===== src/design/pott_pkg.sv =====
// Package for the pulse oscillator trim tracker.
// Holds widths, register indexes, reset values and the shared structs.
// No dependencies; every other design file imports it.
package pott_pkg;

   // History depth; it must be a power of two so the average is a shift.
   localparam int AVG_DEPTH = 4;
   localparam int AVG_SHIFT = $clog2(AVG_DEPTH);
   localparam int HOLD_W    = $clog2(AVG_DEPTH + 1);

   localparam int WIDTH_W   = 16;
   localparam int TRIM_W    = 6;
   localparam int STEP_W    = 5;
   localparam int CSR_IDX_W = 3;
   localparam int CSR_DAT_W = 16;

   typedef enum logic [CSR_IDX_W-1:0] {
      CSR_ACCEPT_THRESHOLD = 3'd0,
      CSR_COARSE_LOW       = 3'd1,
      CSR_COARSE_HIGH      = 3'd2,
      CSR_FINE_LOW         = 3'd3,
      CSR_FINE_HIGH        = 3'd4,
      CSR_COARSE_STEP      = 3'd5
   } csr_index_type;

   localparam logic [WIDTH_W-1:0] RST_ACCEPT_THRESHOLD = 16'd2176;
   localparam logic [WIDTH_W-1:0] RST_COARSE_LOW       = 16'd2609;
   localparam logic [WIDTH_W-1:0] RST_COARSE_HIGH      = 16'd2647;
   localparam logic [WIDTH_W-1:0] RST_FINE_LOW         = 16'd2622;
   localparam logic [WIDTH_W-1:0] RST_FINE_HIGH        = 16'd2626;
   localparam logic [STEP_W-1:0]  RST_COARSE_STEP      = 5'd10;

   // The trim is worked in offset binary: flipping the sign bit maps
   // -32..31 onto 0..63.
   localparam logic [TRIM_W-1:0] TRIM_BIAS       = 6'h20;
   localparam logic [TRIM_W-1:0] TRIM_BIASED_MAX = 6'h3f;

   localparam logic [HOLD_W-1:0] HOLD_RELOAD = HOLD_W'(AVG_DEPTH);

   typedef struct packed {
      logic [WIDTH_W-1:0] accept_threshold;
      logic [WIDTH_W-1:0] coarse_low;
      logic [WIDTH_W-1:0] coarse_high;
      logic [WIDTH_W-1:0] fine_low;
      logic [WIDTH_W-1:0] fine_high;
      logic [STEP_W-1:0]  coarse_step;
   } cfg_type;

   typedef struct packed {
      logic signed [TRIM_W-1:0] trim;
      logic                     lock;
      logic                     hold_zero;
   } decision_type;

endpackage


===== src/design/pott_if.sv =====
// Handshake interfaces for the trim tracker: request, response and
// register write channels. Depends on pott_pkg for the field widths.
interface pott_req_if import pott_pkg::*; ();
   logic               valid;
   logic               ready;
   logic [WIDTH_W-1:0] pulse_width;

   modport source (output valid, output pulse_width, input ready);
   modport sink   (input valid, input pulse_width, output ready);
endinterface

interface pott_rsp_if import pott_pkg::*; ();
   logic                     valid;
   logic                     ready;
   logic signed [TRIM_W-1:0] trim;
   logic                     locked;
   logic                     evaluated;

   modport source (output valid, output trim, output locked, output evaluated, input ready);
   modport sink   (input valid, input trim, input locked, input evaluated, output ready);
endinterface

interface pott_csr_if import pott_pkg::*; ();
   logic                 valid;
   logic                 ready;
   logic [CSR_IDX_W-1:0] index;
   logic [CSR_DAT_W-1:0] data;

   modport source (output valid, output index, output data, input ready);
   modport sink   (input valid, input index, input data, output ready);
endinterface


===== src/design/pott_decide.sv =====
// Trim decision for one evaluation: compares the average against the
// coarse and fine windows and steps the clamped trim. Uses pott_pkg.
module pott_decide import pott_pkg::*; (
   input  logic [WIDTH_W-1:0]       avg,
   input  logic signed [TRIM_W-1:0] trim_cur,
   input  logic                     lock_cur,
   input  cfg_type                  cfg,
   output decision_type             decision
);

   logic signed [7:0] biased;
   logic signed [7:0] step;
   logic signed [7:0] moved;
   logic [TRIM_W-1:0] clamped;

   assign biased = signed'({2'b00, trim_cur ^ TRIM_BIAS});
   assign step   = signed'({3'b000, cfg.coarse_step});

   always_comb begin
      moved              = biased;
      decision.lock      = lock_cur;
      decision.hold_zero = 1'b0;
      // The windows are tested in priority order; the first hit wins.
      if (avg < cfg.coarse_low) begin
         moved         = biased + step;
         decision.lock = 1'b0;
      end else if (avg > cfg.coarse_high) begin
         moved         = biased - step;
         decision.lock = 1'b0;
      end else if (avg < cfg.fine_low) begin
         moved = biased + 8'sd1;
      end else if (avg > cfg.fine_high) begin
         moved = biased - 8'sd1;
      end else begin
         decision.lock      = 1'b1;
         decision.hold_zero = 1'b1;
      end

      if (moved < 8'sd0) begin
         clamped = '0;
      end else if (moved > 8'sd63) begin
         clamped = TRIM_BIASED_MAX;
      end else begin
         clamped = moved[TRIM_W-1:0];
      end
      decision.trim = signed'(clamped ^ TRIM_BIAS);
   end

endmodule


===== src/design/pulse_oscillator_trim_tracker_top.sv =====
// Top level of the pulse oscillator trim tracker.
// Depends on pott_pkg, the channel interfaces in pott_if and pott_decide.

// One request is taken per clock cycle while the response is not stalled,
// and its response appears in the response register on the next cycle.
// Requests are taken whenever the response register is empty or is being
// emptied in the same cycle, so a stalled response holds back only the next
// request. The history shift, the four-entry wrapping sum and the window
// compares are combinational, ahead of the response register. Register
// writes are always taken and apply to the next request.
module pulse_oscillator_trim_tracker_top import pott_pkg::*; (
   input  logic        clock,
   input  logic        reset,
   pott_req_if.sink    req_if,
   pott_rsp_if.source  rsp_if,
   pott_csr_if.sink    csr_if
);

   cfg_type                  cfg_ff;
   logic [WIDTH_W-1:0]       hist_ff [AVG_DEPTH];
   logic [WIDTH_W-1:0]       hist_in [AVG_DEPTH];
   logic [HOLD_W-1:0]        hold_ff;
   logic [HOLD_W-1:0]        hold_in;
   logic signed [TRIM_W-1:0] trim_ff;
   logic signed [TRIM_W-1:0] trim_in;
   logic                     lock_ff;
   logic                     lock_in;
   logic                     rsp_valid_ff;
   logic                     eval_ff;
   logic                     eval_in;

   logic                     req_take;
   logic                     width_ok;
   logic [WIDTH_W-1:0]       sum;
   logic [WIDTH_W-1:0]       avg;
   decision_type             decision;

   assign req_if.ready = !rsp_valid_ff || rsp_if.ready;
   assign req_take     = req_if.valid && req_if.ready;
   assign width_ok     = req_if.pulse_width > cfg_ff.accept_threshold;
   assign csr_if.ready = 1'b1;

   // The average includes the width that arrives with this request.
   always_comb begin
      for (int k = 0; k < AVG_DEPTH - 1; k++) begin
         hist_in[k] = hist_ff[k + 1];
      end
      hist_in[AVG_DEPTH-1] = req_if.pulse_width;
      sum = '0;
      for (int k = 0; k < AVG_DEPTH; k++) begin
         sum = sum + hist_in[k];
      end
      avg = sum >> AVG_SHIFT;
   end

   pott_decide u_decide (
      .avg      (avg),
      .trim_cur (trim_ff),
      .lock_cur (lock_ff),
      .cfg      (cfg_ff),
      .decision (decision)
   );

   always_comb begin
      hold_in = hold_ff;
      trim_in = trim_ff;
      lock_in = lock_ff;
      eval_in = 1'b0;
      if (width_ok) begin
         if (hold_ff != '0) begin
            hold_in = hold_ff - 1'b1;
         end else begin
            eval_in = 1'b1;
            trim_in = decision.trim;
            lock_in = decision.lock;
            hold_in = decision.hold_zero ? '0 : HOLD_RELOAD;
         end
      end
   end

   always_ff @(posedge clock) begin
      if (reset) begin
         cfg_ff.accept_threshold <= RST_ACCEPT_THRESHOLD;
         cfg_ff.coarse_low       <= RST_COARSE_LOW;
         cfg_ff.coarse_high      <= RST_COARSE_HIGH;
         cfg_ff.fine_low         <= RST_FINE_LOW;
         cfg_ff.fine_high        <= RST_FINE_HIGH;
         cfg_ff.coarse_step      <= RST_COARSE_STEP;
      end else if (csr_if.valid) begin
         case (csr_if.index)
            CSR_ACCEPT_THRESHOLD: cfg_ff.accept_threshold <= csr_if.data;
            CSR_COARSE_LOW:       cfg_ff.coarse_low       <= csr_if.data;
            CSR_COARSE_HIGH:      cfg_ff.coarse_high      <= csr_if.data;
            CSR_FINE_LOW:         cfg_ff.fine_low         <= csr_if.data;
            CSR_FINE_HIGH:        cfg_ff.fine_high        <= csr_if.data;
            CSR_COARSE_STEP:      cfg_ff.coarse_step      <= csr_if.data[STEP_W-1:0];
            default: begin
            end
         endcase
      end
   end

   always_ff @(posedge clock) begin
      if (reset) begin
         hold_ff      <= HOLD_RELOAD;
         trim_ff      <= '0;
         lock_ff      <= 1'b0;
         rsp_valid_ff <= 1'b0;
      end else begin
         if (req_take) begin
            hold_ff      <= hold_in;
            trim_ff      <= trim_in;
            lock_ff      <= lock_in;
            rsp_valid_ff <= 1'b1;
         end else if (rsp_if.ready) begin
            rsp_valid_ff <= 1'b0;
         end
      end
   end

   always_ff @(posedge clock) begin
      if (req_take) begin
         eval_ff <= eval_in;
         if (width_ok) begin
            hist_ff <= hist_in;
         end
      end
   end

   assign rsp_if.valid     = rsp_valid_ff;
   assign rsp_if.trim      = trim_ff;
   assign rsp_if.locked    = lock_ff;
   assign rsp_if.evaluated = eval_ff;

   // Of the evaluations, only one inside the fine window empties the holdoff, and it sets the lock.
   a_lock_clears_hold: assert property (@(posedge clock) disable iff (reset)
      rsp_valid_ff && eval_ff && hold_ff == '0 |-> lock_ff)
      else $error("holdoff cleared without setting the lock");

   // Any other evaluation reloads the full holdoff.
   a_miss_reloads_hold: assert property (@(posedge clock) disable iff (reset)
      rsp_valid_ff && eval_ff && !lock_ff |-> hold_ff == HOLD_RELOAD)
      else $error("holdoff not reloaded after an evaluation outside the fine window");

   // A rejected width leaves the trim and lock untouched.
   a_reject_holds_trim: assert property (@(posedge clock) disable iff (reset)
      req_take && !width_ok |=> $stable(trim_ff) && $stable(lock_ff) && !eval_ff)
      else $error("rejected width changed the trim state");

   a_hold_range: assert property (@(posedge clock) disable iff (reset)
      hold_ff <= HOLD_RELOAD)
      else $error("holdoff count above the history depth");

endmodule


===== src/flat_wrapper.sv =====
// flat-port wrapper written by rule: the top's interface ports become plain ports
module pulse_oscillator_trim_tracker_top_flat import pott_pkg::*;
  (clock, reset, req_if_valid, req_if_pulse_width, req_if_ready, rsp_if_valid, rsp_if_trim, rsp_if_locked, rsp_if_evaluated, rsp_if_ready, csr_if_valid, csr_if_index, csr_if_data, csr_if_ready);
  pott_req_if req_if_i ();
  pott_rsp_if rsp_if_i ();
  pott_csr_if csr_if_i ();
  input  logic clock;
  input  logic reset;
  input wire logic [$bits(req_if_i.valid)-1:0] req_if_valid;
  input wire logic [$bits(req_if_i.pulse_width)-1:0] req_if_pulse_width;
  output wire logic [$bits(req_if_i.ready)-1:0] req_if_ready;
  output wire logic [$bits(rsp_if_i.valid)-1:0] rsp_if_valid;
  output wire logic [$bits(rsp_if_i.trim)-1:0] rsp_if_trim;
  output wire logic [$bits(rsp_if_i.locked)-1:0] rsp_if_locked;
  output wire logic [$bits(rsp_if_i.evaluated)-1:0] rsp_if_evaluated;
  input wire logic [$bits(rsp_if_i.ready)-1:0] rsp_if_ready;
  input wire logic [$bits(csr_if_i.valid)-1:0] csr_if_valid;
  input wire logic [$bits(csr_if_i.index)-1:0] csr_if_index;
  input wire logic [$bits(csr_if_i.data)-1:0] csr_if_data;
  output wire logic [$bits(csr_if_i.ready)-1:0] csr_if_ready;
  assign req_if_i.valid = req_if_valid;
  assign req_if_i.pulse_width = req_if_pulse_width;
  assign req_if_ready = req_if_i.ready;
  assign rsp_if_valid = rsp_if_i.valid;
  assign rsp_if_trim = rsp_if_i.trim;
  assign rsp_if_locked = rsp_if_i.locked;
  assign rsp_if_evaluated = rsp_if_i.evaluated;
  assign rsp_if_i.ready = rsp_if_ready;
  assign csr_if_i.valid = csr_if_valid;
  assign csr_if_i.index = csr_if_index;
  assign csr_if_i.data = csr_if_data;
  assign csr_if_ready = csr_if_i.ready;
  pulse_oscillator_trim_tracker_top u_core (.clock(clock), .reset(reset), .req_if(req_if_i), .rsp_if(rsp_if_i), .csr_if(csr_if_i));
endmodule

===== config.mk =====
export PLATFORM = sky130hd
export DESIGN_NAME = pulse_oscillator_trim_tracker_top_flat
export DESIGN_NICKNAME = d
export VERILOG_FILES = /design/src/design/pott_pkg.sv /design/src/design/pott_if.sv /design/src/design/pott_decide.sv /design/src/design/pulse_oscillator_trim_tracker_top.sv /design/src/flat_wrapper.sv
export SDC_FILE = /design/constraint.sdc
export NUM_CORES = 1
export LEC_CHECK = 0
export ABC_AREA = 1
export ABC_CLOCK_PERIOD_IN_PS = 7500
export BUFFER_PORTS_ARGS = -buffer_cell sky130_fd_sc_hd__buf_4
export CORE_ASPECT_RATIO = 0.7
export CORE_MARGIN = 2
export CORE_UTILIZATION = 56
export DETAILED_ROUTE_END_ITERATION = 10
export PLACE_DENSITY = 0.76
export SYNTH_ARGS = -nofsm -noshare
export SYNTH_HDL_FRONTEND = slang
export SYNTH_HIERARCHICAL = 1
export SYNTH_SLANG_ARGS = --single-unit

===== constraint.sdc =====
create_clock -name clock -period 7.5 [get_ports clock]
set_clock_uncertainty 0.15 [all_clocks]
set_input_delay 1.5 -clock clock [delete_from_list [all_inputs] [get_ports clock]]
set_output_delay 1.5 -clock clock [all_outputs]
set_load 0.01 [all_outputs]

==> results of run 1 <==
-- stage by stage --
stage / setup slack, ns / utilization / area, µm² / instances / hold WS [ns]
after CTS: 1.509 / 0.6482 / 10690 / 1506 / 0.3003
after detailed placement: 1.074 / 0.6136 / 10120 / 1474 / 0.2873
final: 1.502 / 0.6482 / 10690 / 1506 / 0.2998
after floorplan: 1.712 / - / 9572 / 1220 / 0.2764
after global placement: 1.249 / 0.6136 / 10120 / 1474 / 0.2802
after global routing: 1.036 / 0.6482 / 10690 / 1506 / 0.3114
-- metal layers --
metal  up-vias  global-route usage  routed length [µm]
met1      3632              0.3701               10710
li1       3938                   -                   -
met3        15             0.04839                1464
met4         0             0.05826                 189
met2       213              0.3948                9444
met5         -                   0                   0
-- worst max-delay path by stage --
stage,from,endpoint,slack (ns)
3_3_place_gp,req_if_pulse_width[1],u_core/rsp_if.trim[5],1.25
4_1_cts,req_if_pulse_width[1],u_core/rsp_if.trim[5],1.51
6_report,req_if_pulse_width[1],u_core/rsp_if.trim[5],1.50
3_5_place_dp,req_if_pulse_width[1],u_core/rsp_if.trim[5],1.07
2_1_floorplan,req_if_pulse_width[1],u_core/rsp_if.trim[1],1.71
5_1_grt,req_if_pulse_width[1],u_core/rsp_if.trim[3],1.04
-- registers in the layout, summed over array words and instances (netlist names) --
signal,cells
u_core/cfg_ff,85
u_core/hist_ff,48
u_core/rsp_if.trim,6
u_core/hold_ff,3
u_core/rsp_if.evaluated,1
u_core/rsp_if.locked,1
u_core/rsp_if.valid,1
-- power by group --
part | switching [µW] | leakage, µW | total, µW | internal [µW]
registers | 22.1 | 0.00125 | 880 | 858
clock network | 345 | 0.000263 | 833 | 487
logic | 900 | 0.00388 | 1440 | 542
total | 1270 | 0.00539 | 3160 | 1890
-- worst max-delay path: cells and delay by family --
family	cells	cell delay, ns
fa+ha+maj	4	1.74
compound gates	6	1.02
buf+inv	4	0.31
simple gates	12	1.24
xor+xnor	1	0.35
-- cell type report --
cell class / instances / area [µm²]
multi-input cells: 806 / 5129
fillers: 1462 / 5803
repair buffers: 52 / 390.4
flip-flops and latches: 145 / 3393
clock inverters: 14 / 141.4
clock buffers: 18 / 429.2
inverters: 246 / 925.9
well taps: 225 / 281.5
-- cell usage after synthesis, types with 2 or more instances --
cell type	instances	area, µm²
xor2_1	13	113.9
nand2_1	203	762.0
o21a_1	4	30.03
xnor2_1	8	70.07
nand2_2	11	68.82
o21ai_2	2	17.52
clkbuf_1	8	30.03
o21bai_1	3	22.52
a21o_1	3	22.52
dfxtp_1	96	1922
nand4_1	8	50.05
inv_2	9	33.78
inv_1	234	878.3
buf_4	2	15.01
clkinv_1	2	7.510
o21ai_0	73	365.4
conb_1	2	7.510
edfxtp_1	49	1471
o21ai_1	2	10.01
a21oi_2	2	17.52
nand3b_1	5	37.54
fa_1	32	640.6
buf_2	10	50.05
nor2_1	152	570.6
nor2_2	6	37.54
nand3_1	63	315.3
nor3_4	2	32.53
o31ai_1	2	15.01
nand3_2	2	20.02
ha_1	104	1301
nor3_1	8	40.04
nand2_4	3	33.78
a21oi_1	73	365.4
o211ai_1	2	15.01
-- logic make-up (layout without fill, tap and decap cells) --
| family | Yosys count | count (layout) | synth area share |
|---|---|---|---|
| buffers and inverters | 269 | 330 | 0.1100 |
| flip-flops | 145 | 145 | 0.3555 |
| adder cells (fa/ha/maj) | 136 | 136 | 0.2034 |
| other | 2 | 9 | 0.0007868 |
| AND/OR/NAND/NOR | 466 | 466 | 0.2093 |
| AO/OA/AOI/OAI | 173 | 173 | 0.1007 |
| XOR/XNOR | 21 | 21 | 0.01927 |
| multiplexers | 1 | 1 | 0.001049 |
==> flow_summary.toml, run 1 <==
[global_route]
antenna_found_initial = 0
grt_pass1_wl_mm = 36.67
grt_use_total = 0.2541
grt.overflow.total = 0
grt_max_degree = 95
grt_pass1_vias = 7513

[placed_design]
io_buffers = 49
hpwl_mm = 15.96
gp_congestion = 0.9289

[synth]
postSynth.asyncResetShare = 0
ys_seq_elements = 145
syn_area_per_cell_um2 = 7.869
yosys_warnings = 6
synth-main-ff-cell = "dfxtp_1"
syn_area_mm2 = 0.009545
synth_cells = 1213
synth_cell_types = 49
yosysSeqAreaShare = 0.3555
synth_edf_count = 49

[floorplanning]
die_w_um = 160.0
start_util = 0.5787
die-height_um = 113.2
die-area_mm2 = 0.01812
placementRows = 39
io_pins = 51
core-area_mm2 = 0.01649

[cells_and_area]
n_antenna_cell = 0
final_cell_mix = "inv_1 (232), nand2_1 (203), nor2_1 (152)"
final_common_cell = "inv_1"
area_delta_synth_final_pct = 11.99
drive_above_1_share = 0.09992
nets = 1444

[min_path]
min-delay-start = "u_core/hist_ff[20]"
whs_path_depth = 0
min_path_type = "flip-flop to flip-flop"
min_to = "u_core/hist_ff[36]"

[power]
power_uw = 3155
leakage_uw = 0.005386
cellPowerDensity_mw_per_mm2 = 295.1
vdd_drop_max_uv = 151.8

[routing]
drt_iter0_markers = 781
wl_per_cell_um = 14.48
num_vias = 7798
dr.pass1.iters = 5
drt-vias-per-instance = 5.178
drt_wl_total_mm = 21.81
detail-route-antenna-nets = 0
route.detailed.drc = 0

[worst_setup_path]
crit_type = "input pin to flip-flop"
cp_slowest_cell = "fa_1"
worstPathRequired_ns = 7.67
cp_common_cell = "nand2_1"
max_stage_delay_ns = 0.57
rr_startpoint = "u_core/hist_ff[1]"
crit_fanout = 10
worstPathArrival_ns = 6.16
cp-end-kind = "flip-flop"
ff2ff_setup_slack_ns = 2.28
reg2regPathDepth = 26
crit_path_start_kind = "input pin"
r2r-end = "u_core/rsp_if.trim[5]"

[sta]
finalCritPeriodShare = 0.7997
setup_viol = 0
tightest_slew_ns = 1.052
fin_crit_ns = 5.998
hold_viol = 0
fmax_mhz = 166.7
rsz0062_at_grt = "false"
maxSlewHeadroom = 0.2984
slew_violations = 0
setup_tns_ns = 0

[clock_network]
cts_made_buffers = 17
clk_latency_ns = 0.42
clk_pin_slew_ns = 0.06
cts.path.max_buffers = 2
postCtsResizedCells = 0
root_buffer = "clkbuf_16"
post_cts_buffers = 0
clock_sinks = 145
cts_hold_buf = 0
cts_tree = "yes"
cts_max_level = 4

[outcome]
status = "finished clean"

[job]
drv_cap = 0
No activity file was read; power rests on OpenSTA's default activity.
==> inputs of run 2 (changes only) <==
--- a/config.mk
+++ b/config.mk
@@ -6,13 +6,13 @@
 export NUM_CORES = 1
 export LEC_CHECK = 0
 export ABC_AREA = 1
-export ABC_CLOCK_PERIOD_IN_PS = 7500
+export ABC_CLOCK_PERIOD_IN_PS = 4920
 export BUFFER_PORTS_ARGS = -buffer_cell sky130_fd_sc_hd__buf_4
 export CORE_ASPECT_RATIO = 0.7
 export CORE_MARGIN = 2
 export CORE_UTILIZATION = 56
 export DETAILED_ROUTE_END_ITERATION = 10
-export PLACE_DENSITY = 0.76
+export PLACE_DENSITY = 0.79
 export SYNTH_ARGS = -nofsm -noshare
 export SYNTH_HDL_FRONTEND = slang
 export SYNTH_HIERARCHICAL = 1
==> constraint.sdc (replaced) <==
create_clock -name clock -period 4.92 [get_ports clock]
set_clock_uncertainty 0.15 [all_clocks]
set_input_delay 0.984 -clock clock [delete_from_list [all_inputs] [get_ports clock]]
set_output_delay 0.984 -clock clock [all_outputs]
set_load 0.01 [all_outputs]
==> flow_summary.toml, run 2 (synthesis results as in run 1) <==
[outcome]
status = "finished with violations"
violations = "setup timing"

[power]
cellPowerDensity_mw_per_mm2 = 486.2
leakage_uw = 0.005838
vdd_drop_max_uv = 221.9

[sta]
fmax_mhz = 189.8
fin_crit_ns = 5.269
setup_tns_ns = -1.845
finalCritPeriodShare = 1.071
setup_viol = 8
slew_violations = 0
rsz0062_at_grt = "true"
setup_ws_ns = -0.3486
hold_ws_ns = 0.2903
tightest_slew_ns = 1.006
maxSlewHeadroom = 0.3286
hold_viol = 0

[cells_and_area]
fin_util = 0.7081
nets = 1523
largest_reg_flops = 85
n_antenna_cell = 0
fillers = 1254
area_delta_synth_final_pct = 22.35
final_cell_mix = "inv_1 (230), nand2_1 (195), nor2_1 (148)"
regMostFlops = "u_core/cfg_ff"
drive_above_1_share = 0.1890
final_common_cell = "inv_1"
fin_area_mm2 = 0.01168

[global_route]
grt_max_degree = 61
grt.overflow.total = 0
antenna_found_initial = 0
grt_use_total = 0.2691
grt_pass1_vias = 8029
grt_pass1_wl_mm = 38.76

[worst_setup_path]
worstPathArrival_ns = 5.44
cp-end-kind = "flip-flop"
crit_fanout = 6
crit_type = "input pin to flip-flop"
crit_path_start_kind = "input pin"
worstPathRequired_ns = 5.09

[routing]
drt-vias-per-instance = 5.309
dr.pass1.iters = 6
num_vias = 8415
drt_wl_total_mm = 23.90
detail-route-antenna-nets = 0
drt_iter0_markers = 691
route.detailed.drc = 0
wl_per_cell_um = 15.08

[clock_network]
cts_made_buffers = 17
cts.path.max_buffers = 2
root_buffer = "clkbuf_16"
cts_hold_buf = 0
clk_pin_slew_ns = 0.06
clk_latency_ns = 0.43
clock_sinks = 145
cts_tree = "yes"
cts_max_level = 4

[floorplanning]
start_util = 0.5787
core-area_mm2 = 0.01649
io_pins = 51
die_w_um = 160.0
placementRows = 39
die-area_mm2 = 0.01812
die-height_um = 113.2

[min_path]
min_path_type = "flip-flop to flip-flop"

[placed_design]
gp_congestion = 0.9295
pre_cts_ws_ns = -0.6874
hpwl_mm = 16.61
io_buffers = 49
dpl_cell_area_mm2 = 0.01066

[job]
drv_cap = 0
[run 2: metal layers]
| metal | part of all wire | GRT usage | routed length [µm] |
|---|---|---|---|
| met5 | 0 | 0 | 0 |
| met4 | 0.017 | 0.07928 | 418 |
| met3 | 0.072 | 0.05205 | 1723 |
| met2 | 0.45 | 0.4323 | 10870 |
| met1 | 0.46 | 0.3729 | 10890 |
[run 2: where the power goes]
part	leakage, µW	switching, µW	internal [µW]
Clock	0.000281	534	816
Combinational	0.00431	1670	1320
Sequential	0.00125	33.7	1310
[run 2: repair_timing]
| item | in CTS | in global routing |
|---|---|---|
| setup endpoints to repair | 8 | 8 |
| pin swaps | 25 | 25 |
| resized for setup | 35 | 20 |
| hold endpoints to repair | 0 | 0 |
| buffers inserted | 9 | 4 |
[run 2: worst max-delay path, stage by stage]
cell and delay [ns]:
buf_8 0.09, inv_8 0.03, fa_1 0.53, fa_1 0.41, inv_1 0.06, nand3b_1 0.13, fa_2 0.41, nand3b_1 0.18
nand2_2 0.13, a21boi_4 0.08, nand3b_1 0.26, nand3b_1 0.22, nand2_4 0.14, ha_4 0.30, nand4_1 0.16, nor2_2 0.23
nand2_2 0.10, a21boi_4 0.26, inv_2 0.12, nand2_1 0.08, nand3_1 0.08, nand2_1 0.08, nand2_1 0.06, nand3_1 0.09
nand2_1 0.08, nor2_1 0.10, nor2_1 0.05
[run 2: path summary, 6_finish.rpt]
check	start	endpoint	slack (ns)	cells past startpoint
max	req_if_pulse_width[1]	u_core/rsp_if.trim[5]	-0.35	27
min	u_core/hist_ff[4]	u_core/hist_ff[20]	0.29	0
max reg2reg	u_core/hist_ff[17]	u_core/rsp_if.trim[5]	-0.13	26
min reg2reg	u_core/hist_ff[4]	u_core/hist_ff[20]	0.29	0
[run 2: area by class of cell]
type / count / area [µm²] / share of cell area
Multi-Input combinational cell: 806 / 5454 / 0.4670
Sequential cell: 145 / 3393 / 0.2906
Timing Repair Buffer: 131 / 1011 / 0.08657
Inverter: 246 / 933.4 / 0.07992
Clock buffer: 21 / 450.4 / 0.03857
Tap cell: 225 / 281.5 / 0.02411
Clock inverter: 11 / 155.1 / 0.01328
[run 2: through the flow]
step	power, µW	instances
after floorplan	3003	1220
after global placement	3714	1540
after detailed placement	3821	1540
after CTS	5450	1581
after global routing	6047	1585
final	5679	1585
